===== src/rtl/arpc_pkg.sv =====
// ----------------------------------------------------------------------------
// arpc_pkg
// shared types, codes and helpers of the arp responder with address cache
// ----------------------------------------------------------------------------
package arpc_pkg;

    localparam int CACHE_DEPTH_DEF = 8;
    localparam int IP_W            = 32;
    localparam int MAC_W           = 48;

    // command codes of an input request
    localparam logic [1:0] CMD_RX_HDR = 2'd0;
    localparam logic [1:0] CMD_LOOKUP = 2'd1;
    localparam logic [1:0] CMD_CLEAR  = 2'd2;
    localparam logic [1:0] CMD_QUERY  = 2'd3;

    // configuration register indexes
    localparam logic [1:0] CFG_LOCAL_IP  = 2'd0;
    localparam logic [1:0] CFG_LOCAL_MAC = 2'd1;
    localparam logic [1:0] CFG_BCAST_MAC = 2'd2;

    // result kinds
    localparam logic [1:0] KIND_NONE   = 2'd0;
    localparam logic [1:0] KIND_REPLY  = 2'd1;
    localparam logic [1:0] KIND_QUERY  = 2'd2;
    localparam logic [1:0] KIND_LOOKUP = 2'd3;

    // arp header field values
    localparam logic [15:0] HW_TYPE_ETH    = 16'h0001;
    localparam logic [15:0] PROTO_IPV4     = 16'h0800;
    localparam logic [7:0]  HW_LEN_ETH     = 8'd6;
    localparam logic [7:0]  PROTO_LEN_IPV4 = 8'd4;
    localparam logic [15:0] ARP_OP_REQUEST = 16'd1;
    localparam logic [15:0] ARP_OP_REPLY   = 16'd2;

    // classified operation handed from front to back
    typedef enum logic [2:0] {
        OP_NONE,
        OP_CLEAR,
        OP_QUERY,
        OP_LOOKUP,
        OP_LEARN,
        OP_LEARN_REPLY
    } t_op;

    typedef struct packed {
        t_op              op;
        logic [IP_W-1:0]  ip;
        logic [MAC_W-1:0] mac;
    } t_req;

    typedef struct packed {
        logic [IP_W-1:0]  own_ip;
        logic [MAC_W-1:0] own_mac;
        logic [MAC_W-1:0] bcast_mac;
    } t_cfg;

    typedef struct packed {
        logic [1:0]       kind;
        logic [MAC_W-1:0] eth_dest;
        logic [15:0]      op;
        logic [MAC_W-1:0] sender_hw;
        logic [IP_W-1:0]  sender_proto;
        logic [MAC_W-1:0] target_hw;
        logic [IP_W-1:0]  target_proto;
        logic             hit;
        logic [MAC_W-1:0] lookup_hw;
    } t_result;

    typedef enum logic [1:0] {
        ST_IDLE,
        ST_MATCH,
        ST_RESOLVE,
        ST_OUT
    } t_state;

    function automatic int index_width(input int depth);
        index_width = (depth > 1) ? $clog2(depth) : 1;
    endfunction

endpackage


===== src/rtl/arpc_ram.sv =====
// ----------------------------------------------------------------------------
// arpc_ram
// generic single-port ram with registered read data
// ----------------------------------------------------------------------------
module arpc_ram
    import arpc_pkg::*;
#(
    parameter int WIDTH = MAC_W,
    parameter int DEPTH = CACHE_DEPTH_DEF
) (
    input  logic                          i_clk,
    input  logic                          i_we,
    input  logic                          i_re,
    input  logic [index_width(DEPTH)-1:0] i_addr,
    input  logic [WIDTH-1:0]              i_wdata,
    output logic [WIDTH-1:0]              o_rdata
);

    logic [WIDTH-1:0] r_mem [DEPTH];
    logic [WIDTH-1:0] r_rdata;

    always_ff @(posedge i_clk) begin
        if (i_we) begin
            r_mem[i_addr] <= i_wdata;
        end
        if (i_re) begin
            r_rdata <= r_mem[i_addr];
        end
    end

    assign o_rdata = r_rdata;

endmodule


===== src/rtl/arpc_front.sv =====
// ----------------------------------------------------------------------------
// arpc_front
// checks received headers and turns each command into a back-end operation
// ----------------------------------------------------------------------------
module arpc_front
    import arpc_pkg::*;
(
    input  logic [1:0]       i_cmd,
    input  logic [15:0]      i_hw_kind,
    input  logic [15:0]      i_proto_kind,
    input  logic [7:0]       i_hw_len,
    input  logic [7:0]       i_proto_len,
    input  logic [15:0]      i_op_code,
    input  logic [MAC_W-1:0] i_sender_hw,
    input  logic [IP_W-1:0]  i_sender_proto,
    input  logic [IP_W-1:0]  i_target_proto,
    input  logic [IP_W-1:0]  i_query_ip,
    input  logic [IP_W-1:0]  i_own_ip,
    output t_req             o_req
);

    logic hdr_ok;

    assign hdr_ok = (i_hw_kind == HW_TYPE_ETH) && (i_proto_kind == PROTO_IPV4) &&
                    (i_hw_len == HW_LEN_ETH) && (i_proto_len == PROTO_LEN_IPV4) &&
                    (i_target_proto == i_own_ip);

    always_comb begin
        o_req.op  = OP_NONE;
        o_req.ip  = i_query_ip;
        o_req.mac = i_sender_hw;
        unique case (i_cmd)
            CMD_RX_HDR: begin
                o_req.ip = i_sender_proto;
                if (hdr_ok && (i_op_code == ARP_OP_REPLY)) begin
                    o_req.op = OP_LEARN;
                end else if (hdr_ok && (i_op_code == ARP_OP_REQUEST)) begin
                    o_req.op = OP_LEARN_REPLY;
                end
            end
            CMD_LOOKUP: o_req.op = OP_LOOKUP;
            CMD_CLEAR:  o_req.op = OP_CLEAR;
            CMD_QUERY:  o_req.op = OP_QUERY;
            default:    o_req.op = OP_NONE;
        endcase
    end

endmodule


===== src/rtl/arpc_fifo.sv =====
// ----------------------------------------------------------------------------
// arpc_fifo
// two-entry request queue between front and back
// ----------------------------------------------------------------------------
module arpc_fifo
    import arpc_pkg::*;
(
    input  logic i_clk,
    input  logic i_rst_n,
    input  logic i_push,
    input  t_req i_data,
    output logic o_full,
    input  logic i_pop,
    output t_req o_data,
    output logic o_empty
);

    t_req       r_mem [2];
    logic       r_wptr;
    logic       r_rptr;
    logic [1:0] r_count;
    logic       wr_en;
    logic       rd_en;

    assign o_full  = (r_count == 2'd2);
    assign o_empty = (r_count == 2'd0);
    assign wr_en   = i_push && !o_full;
    assign rd_en   = i_pop && !o_empty;
    assign o_data  = r_mem[r_rptr];

    always_ff @(posedge i_clk) begin
        if (!i_rst_n) begin
            r_wptr  <= 1'b0;
            r_rptr  <= 1'b0;
            r_count <= 2'd0;
        end else begin
            if (wr_en) begin
                r_wptr <= ~r_wptr;
            end
            if (rd_en) begin
                r_rptr <= ~r_rptr;
            end
            if (wr_en && !rd_en) begin
                r_count <= r_count + 2'd1;
            end else if (rd_en && !wr_en) begin
                r_count <= r_count - 2'd1;
            end
        end
    end

    always_ff @(posedge i_clk) begin
        if (wr_en) begin
            r_mem[r_wptr] <= i_data;
        end
    end

endmodule


===== src/rtl/arpc_back.sv =====
// ----------------------------------------------------------------------------
// arpc_back
// cache sequencer: match, update or read the cache, build the result
// ----------------------------------------------------------------------------
module arpc_back
    import arpc_pkg::*;
#(
    parameter int CACHE_DEPTH = CACHE_DEPTH_DEF
) (
    input  logic    i_clk,
    input  logic    i_rst_n,
    input  t_cfg    i_cfg,
    input  logic    i_q_empty,
    input  t_req    i_q_data,
    output logic    o_q_pop,
    input  logic    i_pop,
    output logic    o_out_valid,
    output t_result o_result
);

    localparam int SLOT_W = index_width(CACHE_DEPTH);
    localparam logic [SLOT_W-1:0] LAST_SLOT = SLOT_W'(CACHE_DEPTH - 1);

    t_state r_state, n_state;

    t_op              r_op;
    logic [IP_W-1:0]  r_ip;
    logic [MAC_W-1:0] r_mac;
    logic [CACHE_DEPTH-1:0] r_match;
    logic             r_hit;
    logic [IP_W-1:0]  r_ip_tab [CACHE_DEPTH];
    logic [CACHE_DEPTH-1:0] r_valid;
    logic [SLOT_W-1:0] r_next;
    logic             r_out_valid, n_out_valid;
    t_result          r_out, n_out;

    logic [CACHE_DEPTH-1:0] match_vec;
    logic             hit_any;
    logic [SLOT_W-1:0] hit_slot;
    logic             out_free;
    logic             ram_we;
    logic             ram_re;
    logic [SLOT_W-1:0] ram_addr;
    logic [MAC_W-1:0] ram_rdata;
    logic             tab_wr;
    logic             tab_clr;

    arpc_ram #(
        .WIDTH (MAC_W),
        .DEPTH (CACHE_DEPTH)
    ) u_mac_ram (
        .i_clk   (i_clk),
        .i_we    (ram_we),
        .i_re    (ram_re),
        .i_addr  (ram_addr),
        .i_wdata (r_mac),
        .o_rdata (ram_rdata)
    );

    always_comb begin
        for (int i = 0; i < CACHE_DEPTH; i++) begin
            match_vec[i] = r_valid[i] && (r_ip_tab[i] == r_ip);
        end
    end

    // lowest matching slot wins
    always_comb begin
        hit_slot = '0;
        for (int i = CACHE_DEPTH - 1; i >= 0; i--) begin
            if (r_match[i]) begin
                hit_slot = SLOT_W'(i);
            end
        end
    end

    assign hit_any  = |r_match;
    assign out_free = !r_out_valid || i_pop;

    always_ff @(posedge i_clk) begin
        if (!i_rst_n) begin
            r_state <= ST_IDLE;
        end else begin
            r_state <= n_state;
        end
    end

    always_comb begin
        n_state     = r_state;
        o_q_pop     = 1'b0;
        ram_we      = 1'b0;
        ram_re      = 1'b0;
        ram_addr    = hit_slot;
        tab_wr      = 1'b0;
        tab_clr     = 1'b0;
        n_out_valid = r_out_valid && !i_pop;
        n_out       = r_out;
        unique case (r_state)
            ST_IDLE: begin
                if (!i_q_empty) begin
                    o_q_pop = 1'b1;
                    if ((i_q_data.op == OP_LOOKUP) || (i_q_data.op == OP_LEARN) ||
                        (i_q_data.op == OP_LEARN_REPLY)) begin
                        n_state = ST_MATCH;
                    end else begin
                        n_state = ST_OUT;
                    end
                end
            end
            ST_MATCH: begin
                n_state = ST_RESOLVE;
            end
            ST_RESOLVE: begin
                if (r_op == OP_LOOKUP) begin
                    ram_re = 1'b1;
                end else begin
                    // update in place on a hit, else take the round-robin slot
                    ram_we   = 1'b1;
                    ram_addr = hit_any ? hit_slot : r_next;
                    tab_wr   = !hit_any;
                end
                n_state = ST_OUT;
            end
            ST_OUT: begin
                if (out_free) begin
                    n_out_valid = 1'b1;
                    n_out       = '0;
                    unique case (r_op)
                        OP_LEARN_REPLY: begin
                            n_out.kind         = KIND_REPLY;
                            n_out.eth_dest     = r_mac;
                            n_out.op           = ARP_OP_REPLY;
                            n_out.sender_hw    = i_cfg.own_mac;
                            n_out.sender_proto = i_cfg.own_ip;
                            n_out.target_hw    = r_mac;
                            n_out.target_proto = r_ip;
                        end
                        OP_QUERY: begin
                            n_out.kind         = KIND_QUERY;
                            n_out.eth_dest     = i_cfg.bcast_mac;
                            n_out.op           = ARP_OP_REQUEST;
                            n_out.sender_hw    = i_cfg.own_mac;
                            n_out.sender_proto = i_cfg.own_ip;
                            n_out.target_proto = r_ip;
                        end
                        OP_LOOKUP: begin
                            n_out.kind      = KIND_LOOKUP;
                            n_out.hit       = r_hit;
                            n_out.lookup_hw = r_hit ? ram_rdata : '0;
                        end
                        default: begin
                            n_out.kind = KIND_NONE;
                        end
                    endcase
                    tab_clr = (r_op == OP_CLEAR);
                    n_state = ST_IDLE;
                end
            end
            default: begin
                n_state = ST_IDLE;
            end
        endcase
    end

    always_ff @(posedge i_clk) begin
        if (!i_rst_n) begin
            r_valid     <= '0;
            r_next      <= '0;
            r_out_valid <= 1'b0;
        end else begin
            r_out_valid <= n_out_valid;
            if (tab_clr) begin
                r_valid <= '0;
            end else if (tab_wr) begin
                r_valid[r_next] <= 1'b1;
                r_next <= (r_next == LAST_SLOT) ? '0 : r_next + 1'b1;
            end
        end
    end

    always_ff @(posedge i_clk) begin
        if (o_q_pop) begin
            r_op  <= i_q_data.op;
            r_ip  <= i_q_data.ip;
            r_mac <= i_q_data.mac;
        end
        if (r_state == ST_MATCH) begin
            r_match <= match_vec;
        end
        if (r_state == ST_RESOLVE) begin
            r_hit <= hit_any;
        end
        if (tab_wr) begin
            r_ip_tab[r_next] <= r_ip;
        end
        r_out <= n_out;
    end

    assign o_out_valid = r_out_valid;
    assign o_result    = r_out;

`ifndef SYNTHESIS
    // an address is never held by two valid entries
    a_single_match: assert property (@(posedge i_clk) disable iff (!i_rst_n)
        (r_state == ST_RESOLVE) |-> $onehot0(r_match))
        else $error("cache holds the same address twice");

    a_new_entry_valid: assert property (@(posedge i_clk) disable iff (!i_rst_n)
        tab_wr |=> r_valid[$past(r_next)])
        else $error("new cache entry not marked valid");

    a_hold_when_blocked: assert property (@(posedge i_clk) disable iff (!i_rst_n)
        ((r_state == ST_OUT) && r_out_valid && !i_pop) |=> (r_state == ST_OUT))
        else $error("result dropped while output register busy");
`endif

endmodule


===== src/rtl/arp_responder_with_cache_unit.sv =====
// ----------------------------------------------------------------------------
// arp_responder_with_cache_unit
// arp responder with a small ipv4-to-mac cache
// ----------------------------------------------------------------------------
// Requests enter a two-entry queue, one per cycle while full is low; every
// request yields exactly one result, in order. A lookup, or a received reply
// or request header that passes the checks, runs through all four states of
// the back-end sequencer (dequeue, match compare against all entries, resolve
// with the mac ram access, result write); a clear, a query, a dropped header
// or a header with an unknown operation goes from dequeue to result write. The
// sustained rate is set by that sequencer, and a result waiting in the output
// register stalls it only when the next result is ready. The cache has valid
// bits cleared at reset and by a clear request, so no clearing pass is needed.
module arp_responder_with_cache_unit
    import arpc_pkg::*;
#(
    parameter int CACHE_DEPTH = CACHE_DEPTH_DEF
) (
    input  logic             i_clk,
    input  logic             i_rst_n,
    // configuration
    input  logic             i_cfg_we,
    input  logic [1:0]       i_cfg_idx,
    input  logic [MAC_W-1:0] i_cfg_data,
    // request side
    input  logic             push,
    output logic             full,
    input  logic [1:0]       i_cmd,
    input  logic [15:0]      i_hw_kind,
    input  logic [15:0]      i_proto_kind,
    input  logic [7:0]       i_hw_len,
    input  logic [7:0]       i_proto_len,
    input  logic [15:0]      i_op_code,
    input  logic [MAC_W-1:0] i_sender_hw,
    input  logic [IP_W-1:0]  i_sender_proto,
    input  logic [IP_W-1:0]  i_target_proto,
    input  logic [IP_W-1:0]  i_query_ip,
    // result side
    output logic             empty,
    input  logic             pop,
    output logic [1:0]       o_result_kind,
    output logic [MAC_W-1:0] o_eth_dest,
    output logic [15:0]      o_out_op,
    output logic [MAC_W-1:0] o_out_sender_hw,
    output logic [IP_W-1:0]  o_out_sender_proto,
    output logic [MAC_W-1:0] o_out_target_hw,
    output logic [IP_W-1:0]  o_out_target_proto,
    output logic             o_lookup_hit,
    output logic [MAC_W-1:0] o_lookup_hw
);

    t_cfg    r_cfg;
    t_req    front_req;
    t_req    q_data;
    logic    q_empty;
    logic    q_pop;
    logic    out_valid;
    t_result result;

    always_ff @(posedge i_clk) begin
        if (!i_rst_n) begin
            r_cfg.own_ip    <= '0;
            r_cfg.own_mac   <= '0;
            r_cfg.bcast_mac <= '1;
        end else if (i_cfg_we) begin
            unique case (i_cfg_idx)
                CFG_LOCAL_IP:  r_cfg.own_ip    <= i_cfg_data[IP_W-1:0];
                CFG_LOCAL_MAC: r_cfg.own_mac   <= i_cfg_data;
                CFG_BCAST_MAC: r_cfg.bcast_mac <= i_cfg_data;
                default: ;
            endcase
        end
    end

    arpc_front u_front (
        .i_cmd          (i_cmd),
        .i_hw_kind      (i_hw_kind),
        .i_proto_kind   (i_proto_kind),
        .i_hw_len       (i_hw_len),
        .i_proto_len    (i_proto_len),
        .i_op_code      (i_op_code),
        .i_sender_hw    (i_sender_hw),
        .i_sender_proto (i_sender_proto),
        .i_target_proto (i_target_proto),
        .i_query_ip     (i_query_ip),
        .i_own_ip       (r_cfg.own_ip),
        .o_req          (front_req)
    );

    arpc_fifo u_queue (
        .i_clk   (i_clk),
        .i_rst_n (i_rst_n),
        .i_push  (push),
        .i_data  (front_req),
        .o_full  (full),
        .i_pop   (q_pop),
        .o_data  (q_data),
        .o_empty (q_empty)
    );

    arpc_back #(
        .CACHE_DEPTH (CACHE_DEPTH)
    ) u_back (
        .i_clk       (i_clk),
        .i_rst_n     (i_rst_n),
        .i_cfg       (r_cfg),
        .i_q_empty   (q_empty),
        .i_q_data    (q_data),
        .o_q_pop     (q_pop),
        .i_pop       (pop),
        .o_out_valid (out_valid),
        .o_result    (result)
    );

    assign empty              = !out_valid;
    assign o_result_kind      = result.kind;
    assign o_eth_dest         = result.eth_dest;
    assign o_out_op           = result.op;
    assign o_out_sender_hw    = result.sender_hw;
    assign o_out_sender_proto = result.sender_proto;
    assign o_out_target_hw    = result.target_hw;
    assign o_out_target_proto = result.target_proto;
    assign o_lookup_hit       = result.hit;
    assign o_lookup_hw        = result.lookup_hw;

endmodule

===== config.mk =====
export PLATFORM = sky130hd
export DESIGN_NAME = arp_responder_with_cache_unit
export DESIGN_NICKNAME = d
export VERILOG_FILES = /design/src/rtl/arpc_pkg.sv /design/src/rtl/arpc_ram.sv /design/src/rtl/arpc_front.sv /design/src/rtl/arpc_fifo.sv /design/src/rtl/arpc_back.sv /design/src/rtl/arp_responder_with_cache_unit.sv
export SDC_FILE = /design/constraint.sdc
export NUM_CORES = 2
export LEC_CHECK = 0
export BUFFER_PORTS_ARGS = -buffer_cell sky130_fd_sc_hd__buf_2
export CORE_ASPECT_RATIO = 0.8
export CORE_MARGIN = 2
export CORE_UTILIZATION = 55
export CTS_CLUSTER_DIAMETER = 80
export DETAILED_ROUTE_END_ITERATION = 10
export MAX_ROUTING_LAYER = met4
export PLACE_DENSITY = 0.86
export SYNTH_ARGS = -nofsm -noshare
export SYNTH_HDL_FRONTEND = slang
export SYNTH_SLANG_ARGS = --single-unit

===== constraint.sdc =====
create_clock -name i_clk -period 46.3 [get_ports i_clk]
set_input_delay 9.26 -clock i_clk [delete_from_list [all_inputs] [get_ports i_clk]]
set_output_delay 9.26 -clock i_clk [all_outputs]
set_load 0.01 [all_outputs]

## After elaboration in Yosys (flattened, before gate mapping)

Memories as Yosys holds them, arrays and structs flattened. A register that Yosys moved wholly into a read port is not among the register bits.
Index checks and enable logic that the tools add are counted.

| storage, ports and cells | value |
|---|---|
| output and inout port bits | 277 |
| memory bits (writable) | 806 |
| flip-flop bits (word level) | 513 |
| logic and storage cells | 162 |
| memories kept | 3 |

Memory list:

| memory | words | bits a word | rd ports | clocked after memory_dff | wr ports | RTL line | source |
|---|---|---|---|---|---|---|---|
| u_back.u_mac_ram.r_mem | 8 | 48 | 1 | 1 | 1 | arpc_ram.sv:19 | `logic [WIDTH-1:0] r_mem [DEPTH];` |
| u_back.r_ip_tab | 8 | 32 | 8 | 0 | 1 | arpc_back.sv:31 | `logic [IP_W-1:0] r_ip_tab [CACHE_DEPTH];` |
| u_queue.r_mem | 2 | 83 | 1 | 1 | 1 | arpc_fifo.sv:18 | `t_req r_mem [2];` |

| operators by class | value |
|---|---|
| eq/ne operators | 34 |
| reductions and logical operators | 45 |
| muxes and demuxes | 46 |
| $lt $le $gt $ge | 2 |
| add/sub/neg operators | 3 |
| bitwise operators | 5 |

Operators by type and width:

| kind | number |
|---|---|
| equality test 32 bit | 9 |
| case mux 144 bit (2 select lines) | 1 |
| two-way mux 3 bit | 14 |
| equality test 16 x 1 -> 1 bit, second input constant | 2 |
| two-way mux 32 bit | 1 |
| two-way mux 1 bit | 21 |
| logical AND 1 bit | 20 |
| equality test 16 x 12 -> 1 bit, second input constant | 1 |
| equality test 16 x 2 -> 1 bit, second input constant | 1 |
| equality test 8 x 3 -> 1 bit, second input constant | 2 |
| AND reduction 2 bit | 7 |
| equality test 2 bit, second input constant | 6 |
| equality test 3 bit, second input constant | 4 |
| case mux 3 bit (4 select lines) | 1 |
| two-way mux 2 bit | 5 |
| equality test 3 x 2 -> 1 bit, second input constant | 3 |
| zero test 2 bit | 4 |
| bitwise OR 8 bit | 1 |
| case mux 2 bit (4 select lines) | 1 |
| OR reduction 8 bit | 1 |
| zero test 1 bit | 7 |
| equality test 2 x 1 -> 1 bit, second input constant | 3 |
| case mux 2 bit (3 select lines) | 1 |
| < comparator 3 x 4 -> 1 bit, second input constant | 1 |
| other kinds (12) | 18 |

## Depth between registers and ports, before layout

| depth | value |
|---|---|
| word-level depth | 11 |
| gate-level depth with buffers | 10 |
| gate-level depth less buffers | 8 |

## Modules after synthesis

Synthesis repeated with hierarchy kept, for this count alone.

| unflattened totals | value |
|---|---|
| cell total of the unflattened synthesis | 3217 |
| area total of the unflattened synthesis | 52984.6 µm² |

By module, submodules not included:

| module | area an instance (µm²) | cells each | instances |
|---|---|---|---|
| arpc_back | 24018.0 | 1386 | 1 |
| arpc_ram | 16109.2 | 849 | 1 |
| arpc_fifo | 6216.0 | 283 | 1 |
| arp_responder_with_cache_unit | 5275.1 | 537 | 1 |
| arpc_front | 1366.3 | 162 | 1 |

## Worst setup path after synthesis

No wires, ideal clock.

| path | value |
|---|---|
| path kind | input port to flip-flop |
| start | input pop |
| end | register u_back.r_valid[0] |
| arrival time | 22.866 ns |
| data required time | 46.183 ns |
| stages on the path | 6 |
| slack | 23.317 ns |
| setup time | 0.117 ns |
| cell sequence | nor2b_1 nor2b_1 nand2_1 and2_1 buf_1 o21a_1 |

| between the ends | value |
|---|---|
| word-level cells in the longest chain between the ends | 4 |

Ends and longest elaborated chain:

| what | RTL line | source |
|---|---|---|
| from (decl) | arp_responder_with_cache_unit.sv:40 | `input logic pop,` |
| logical OR 1 bit | arpc_back.sv:77 | `assign out_free = !r_out_valid \|\| i_pop;` |
| two-way mux 1 bit | arpc_back.sv:124 | `if (out_free) begin` |
| two-way mux 1 bit | arpc_back.sv:97 | `unique case (r_state)` |
| OR reduction 2 bit (no source line) | - |  |
| to (signal assigned) | arpc_back.sv:166 | `r_valid <= '0;` |
| to (signal assigned) | arpc_back.sv:172 | `r_valid <= '0;` |
| to (signal, indexed assignment) | arpc_back.sv:174 | `r_valid[r_next] <= 1'b1;` |
| to (decl) | arpc_back.sv:32 | `logic [CACHE_DEPTH-1:0] r_valid;` |

No other way between the ends.
A chain may end at the register's enable or synchronous reset.

## Worst setup path in the final report

| path | value |
|---|---|
| start | input pop |
| end | register u_back.r_out (netlist bit u_back.o_result[10]) (enable) |

| between the ends | value |
|---|---|
| word-level cells in the longest chain between the ends | 2 |

Ends and longest elaborated chain:

| what | RTL line | source |
|---|---|---|
| logical OR 1 bit | arpc_back.sv:77 |  |
| AND reduction 2 bit (no source line) | - |  |
| to (signal assigned) | arpc_back.sv:195 | `r_out <= n_out;` |
| to (decl) | arpc_back.sv:35 | `t_result r_out, n_out;` |

No other way between the ends.

==> results by stage <==
Status:
- The run finished with clean final reports.

GRT:
- The met3 track demand over resource in global routing is 5.21%.
- The wire length of the first global-routing pass is 192000 um.
- The layer flagged by global routing as most heavily used is met2.
- For met1 alone, demand over resource in global routing was 38.6%.
- The met2 routing resource usage after global routing is 41.8%.
- The number of global-route vias before repair is 29267.
- For this run the aggregate overflow at the end of global routing stands at 0.
- The maximum number of pins on one net before global-route repair is 101.
- The number of antenna violations at the first check in global routing is 12.
- Across every metal layer, demand over resource in global routing totals 27.9%.

Critical path:
- The kind of start point of the critical path is a primary input.
- The worst setup path is captured at a flip-flop.
- The maximum cell stage delay along the critical path is 0.87 ns.
- The worst register-to-register path has a setup slack of 41.21 ns.
- The cell occurring most often along the worst timing path is buf_4.
- Traced cell by cell, the critical path runs through buf_2 > nor2b_1 > nor2b_4 > buf_4 > buf_4 > buf_4.
- The critical path buffer and inverter count is 4.
- The cell at the slowest stage of the critical path is buf_4.
- Data arrives at the worst endpoint at 12.07 ns.
- The cell family contributing the most delay on the critical path is buffers and inverters.
- Along the worst path, the maximum fanout reaches 68.
- The critical path in this run is classified as primary input to flip-flop.
- Data on the critical path is required at its endpoint by 46.64 ns.

Die:
- The height of the chip is 280 um.
- During I/O placement, the number of pins put on the boundary was 542.
- For this configuration, the core starts out at a cell density of 55.3%.
- The placeable core area is 94500 sq um.
- The die area is 97500 sq um.
- Measured along the x axis, the die boundary spans 349 um.
- The placement row count is 101.

Layout:
- The filler cells instantiated in the layout total 6359.
- In the final layout, the share of cells above drive strength 1 is 29.5%.
- In the final design database the tool counted 4028 nets.
- Leaving out fill and tap cells, the most frequent cells in the layout are edfxtp_1 (1207), buf_2 (526), nand2_1 (270).
- The area of the multi-input gates is 12300 sq um.
- Leaving out fill and tap cells, the most frequent cell in the layout is edfxtp_1.
- The combined flip-flop and latch cell area is 39200 sq um.
- The layout overhead on the synthesized area is 16.0%.
- The number of standard cells in the layout, taps in and fillers out is 5100.

STA:
- Setup repair after global routing left no endpoint under its margin.
- The worst clock skew is 0.0341 ns.
- The count of endpoints failing hold in the final timing report is 0.
- The setup TNS after final layout is 0 ns.
- The actual slew at the worst max-slew pin is 1.10 ns.
- The final worst-path cycle share is 25.3%.
- The number of failing setup endpoints in the final timing report is 0.
- The number of pins with negative max-slew slack in the final report is 0.
- The worst path meets setup with 34.57 ns of slack.
- The worst slew margin relative to its limit is 26.6%.
- Static timing analysis puts the maximum clock frequency at 0.0852 GHz.
- The worst path needs 11.73 ns of the cycle, external delays included.

Placement:
- The sum of net half-perimeters after detailed placement is 83200 um.
- The count of buffers from port buffering is 527.
- The last weighted congestion value of the routability-driven placer is 0.915.
- The total instance count after detailed placement is 4855.
- The pre-CTS worst setup slack is 33.93 ns.

Synth:
- The average footprint of a synthesized cell is 16.4 sq um.
- The commonest register cell after synthesis is edfxtp_1.
- The number of enable flip-flop cells after synthesis is 1207.
- In the synthesized netlist, the number of instances is 3180.
- Sequential elements use 75.0% of the synthesized area.
- The Yosys step of the flow raised 0 warnings.
- After synthesis, the share of flip-flops with an asynchronous set or reset is 0%.
- After synthesis the cells add up to 52300 sq um.
- The number of synthesized register bits is 1354.
- Synthesis instantiated 52 different standard cells from the library.

Clock network:
- TritonCTS built the clock tree.
- The CTS H-tree depth is 4.
- After clock tree synthesis, the flow added hold-fix buffers numbering 0.
- The cell at the root of the clock tree is clkbuf_16.
- The longest clock path from root to sink contains 3 buffers.
- After clock tree synthesis, the clock-pin slew on the worst setup and hold paths is 0.06 ns.
- In this run the post-CTS setup repair buffer count came out at 0.
- The number of sinks driven by the clock tree is 1354.
- The clock network latency to the later pin of the worst-skew pair is 0.73 ns.
- In this run, CTS created clock tree buffers numbering 131.
- Gates resized during post-CTS repair numbered 0.

Detailed routing:
- Summing over every cut layer, the via total after detailed routing is 29884.
- The average wire per cell in the routed design is 26.2 um.
- The count of nets left with antenna violations once routing finished came out at 0.
- For this block, the initial DRC count from the detailed router was 3364.
- The via-per-instance ratio is 5.86.
- For this run, design rule violations remaining after detail routing come to 0.
- Wires add up to 134000 um.
- The pre-antenna-repair detailed-routing pass consisted of 7 iterations.

Power:
- The internal portion of the total power is 2380 uW.
- The analysis attributes to net switching a power of 948 uW.
- The part of the total power dissipated in sequential elements is 48.9%.
- The power density over the cells is 54.8 nW/um^2.
- The share of total power dissipated in the clock network is 31.9%.
- The switching share of total power is 28.5%.
- The leakage power figure is 0.0215 uW.
- Combinational logic is responsible for 19.2% of the overall power.
- The design draws 3320 uW.
- The maximum ir drop on the vdd rail is 0.0000413 V.

Min path:
- The tightest min-delay check is of the flip-flop to flip-flop type.

Flow run:
- The total of max-cap violations is 0.
[path summary, 6_finish.rpt]
check               startpoint                            to  cells past startpoint
min                  r_cfg[53]                     r_cfg[53]                      2
min reg2reg          r_cfg[53]                     r_cfg[53]                      2
max reg2reg  u_back.r_state[0]  u_back.u_mac_ram.o_rdata[22]                     11
max                        pop           u_back.o_result[10]                      6
[worst reg2reg max path, cell delays in order (launching register included)]
cell and delay, ns:
dfxtp_1 0.34, inv_1 0.11, ha_1 0.44, and2_1 0.21
nand4_1 0.15, o211ai_4 0.13, buf_4 0.81, buf_4 1.01
buf_4 0.80, mux2_2 0.45, o22ai_1 0.26, a211oi_2 0.08
[metrics by stage]
step / instance area, sq um / utilization, % / hold slack, ns
5_1_grt: 60600 / 64.1 / 0.483
4_1_cts: 60600 / 64.1 / 0.463
3_5_place_dp: 56300 / 59.6 / 0.454
2_1_floorplan: 52300 / - / 0.439
3_3_place_gp: 56300 / 59.6 / 0.446
6_report: 60600 / 64.1 / 0.459
[power by group through the flow]
stage | clock [uW] | combinational, uW | sequential, uW
global placement | 0 | 616 | 1640
global route | 1120 | 679 | 1630
floorplan | 0 | 396 | 1660
detailed placement | 0 | 633 | 1650
CTS | 1070 | 640 | 1620
finish | 1060 | 639 | 1620
[registers in the layout, indices dropped and copies added, names as in the netlist, named ones only]
register	cells
u_queue.r_mem	166
u_back.u_mac_ram.o_rdata	48
u_back.r_hit	1
u_back.r_ip	32
u_queue.r_wptr	1
u_queue.r_rptr	1
u_queue.r_count	2
u_back.r_state	2
u_back.o_out_valid	1
u_back.r_ip_tab	256
u_back.r_next	3
u_back.r_match	8
u_back.r_mac	48
r_cfg	128
u_back.r_valid	8
u_back.r_op	3
u_back.u_mac_ram.r_mem	384
u_back.o_result	261
[synthesized netlist by cell type (3+ instances only)]
master | instances | area share, %
o22ai_1 | 49 | 0.59
nor2_1 | 73 | 0.52
nand4_1 | 62 | 0.74
inv_1 | 16 | 0.11
buf_6 | 12 | 0.26
xnor2_1 | 226 | 3.8
a21o_1 | 49 | 0.70
nor4b_1 | 4 | 0.067
nor4_1 | 43 | 0.51
dfxtp_1 | 147 | 5.6
nand2b_1 | 4 | 0.048
xor2_1 | 63 | 1.1
nor3_1 | 3 | 0.029
nand3_1 | 60 | 0.57
a21boi_0 | 84 | 1.2
a21oi_1 | 3 | 0.029
buf_8 | 6 | 0.17
buf_2 | 22 | 0.21
a211oi_2 | 48 | 1.1
nand3b_1 | 3 | 0.043
edfxtp_1 | 1207 | 69
o21ai_0 | 4 | 0.038
nor2b_1 | 6 | 0.072
buf_1 | 10 | 0.072
ha_1 | 11 | 0.26
mux2_2 | 258 | 5.6
or3_1 | 4 | 0.048
clkbuf_1 | 110 | 0.79
nand2_1 | 273 | 2.0
and3_1 | 50 | 0.60
mux2i_1 | 50 | 0.96
and2_1 | 169 | 2.0
buf_4 | 17 | 0.24
and3b_1 | 3 | 0.050
o21a_1 | 11 | 0.16
[cell type report]
cell class | count | area share [%]
diodes | 8 | 0.0330
clock buffers | 171 | 5.81
clock inverters | 66 | 1.22
inverters | 16 | 0.103
multi-input cells | 1646 | 20.3
flip-flops and latches | 1354 | 64.7
well taps | 1236 | 2.55
repair buffers | 603 | 5.30
[per-layer routing]
metal	vias up	part of all wire [%]
li1	12932	-
met1	14960	41
met2	1749	46
met3	243	9.9
met4	0	3.1
met5	-	0
[kinds of logic after synthesis]
kind of cell               Yosys count  synth area share [%]
DFF                               1354                  75.0
and+or+nand+nor                    766                  7.46
muxes                              308                  6.52
xor gates and xnor gates           289                  4.84
AOI/OAI and AO/OA                  258                  4.06
buffers and inverters              193                  1.86
adders and majority gates           11                 0.263
other                                1               0.00718
Power figures use the tool's default switching activity.
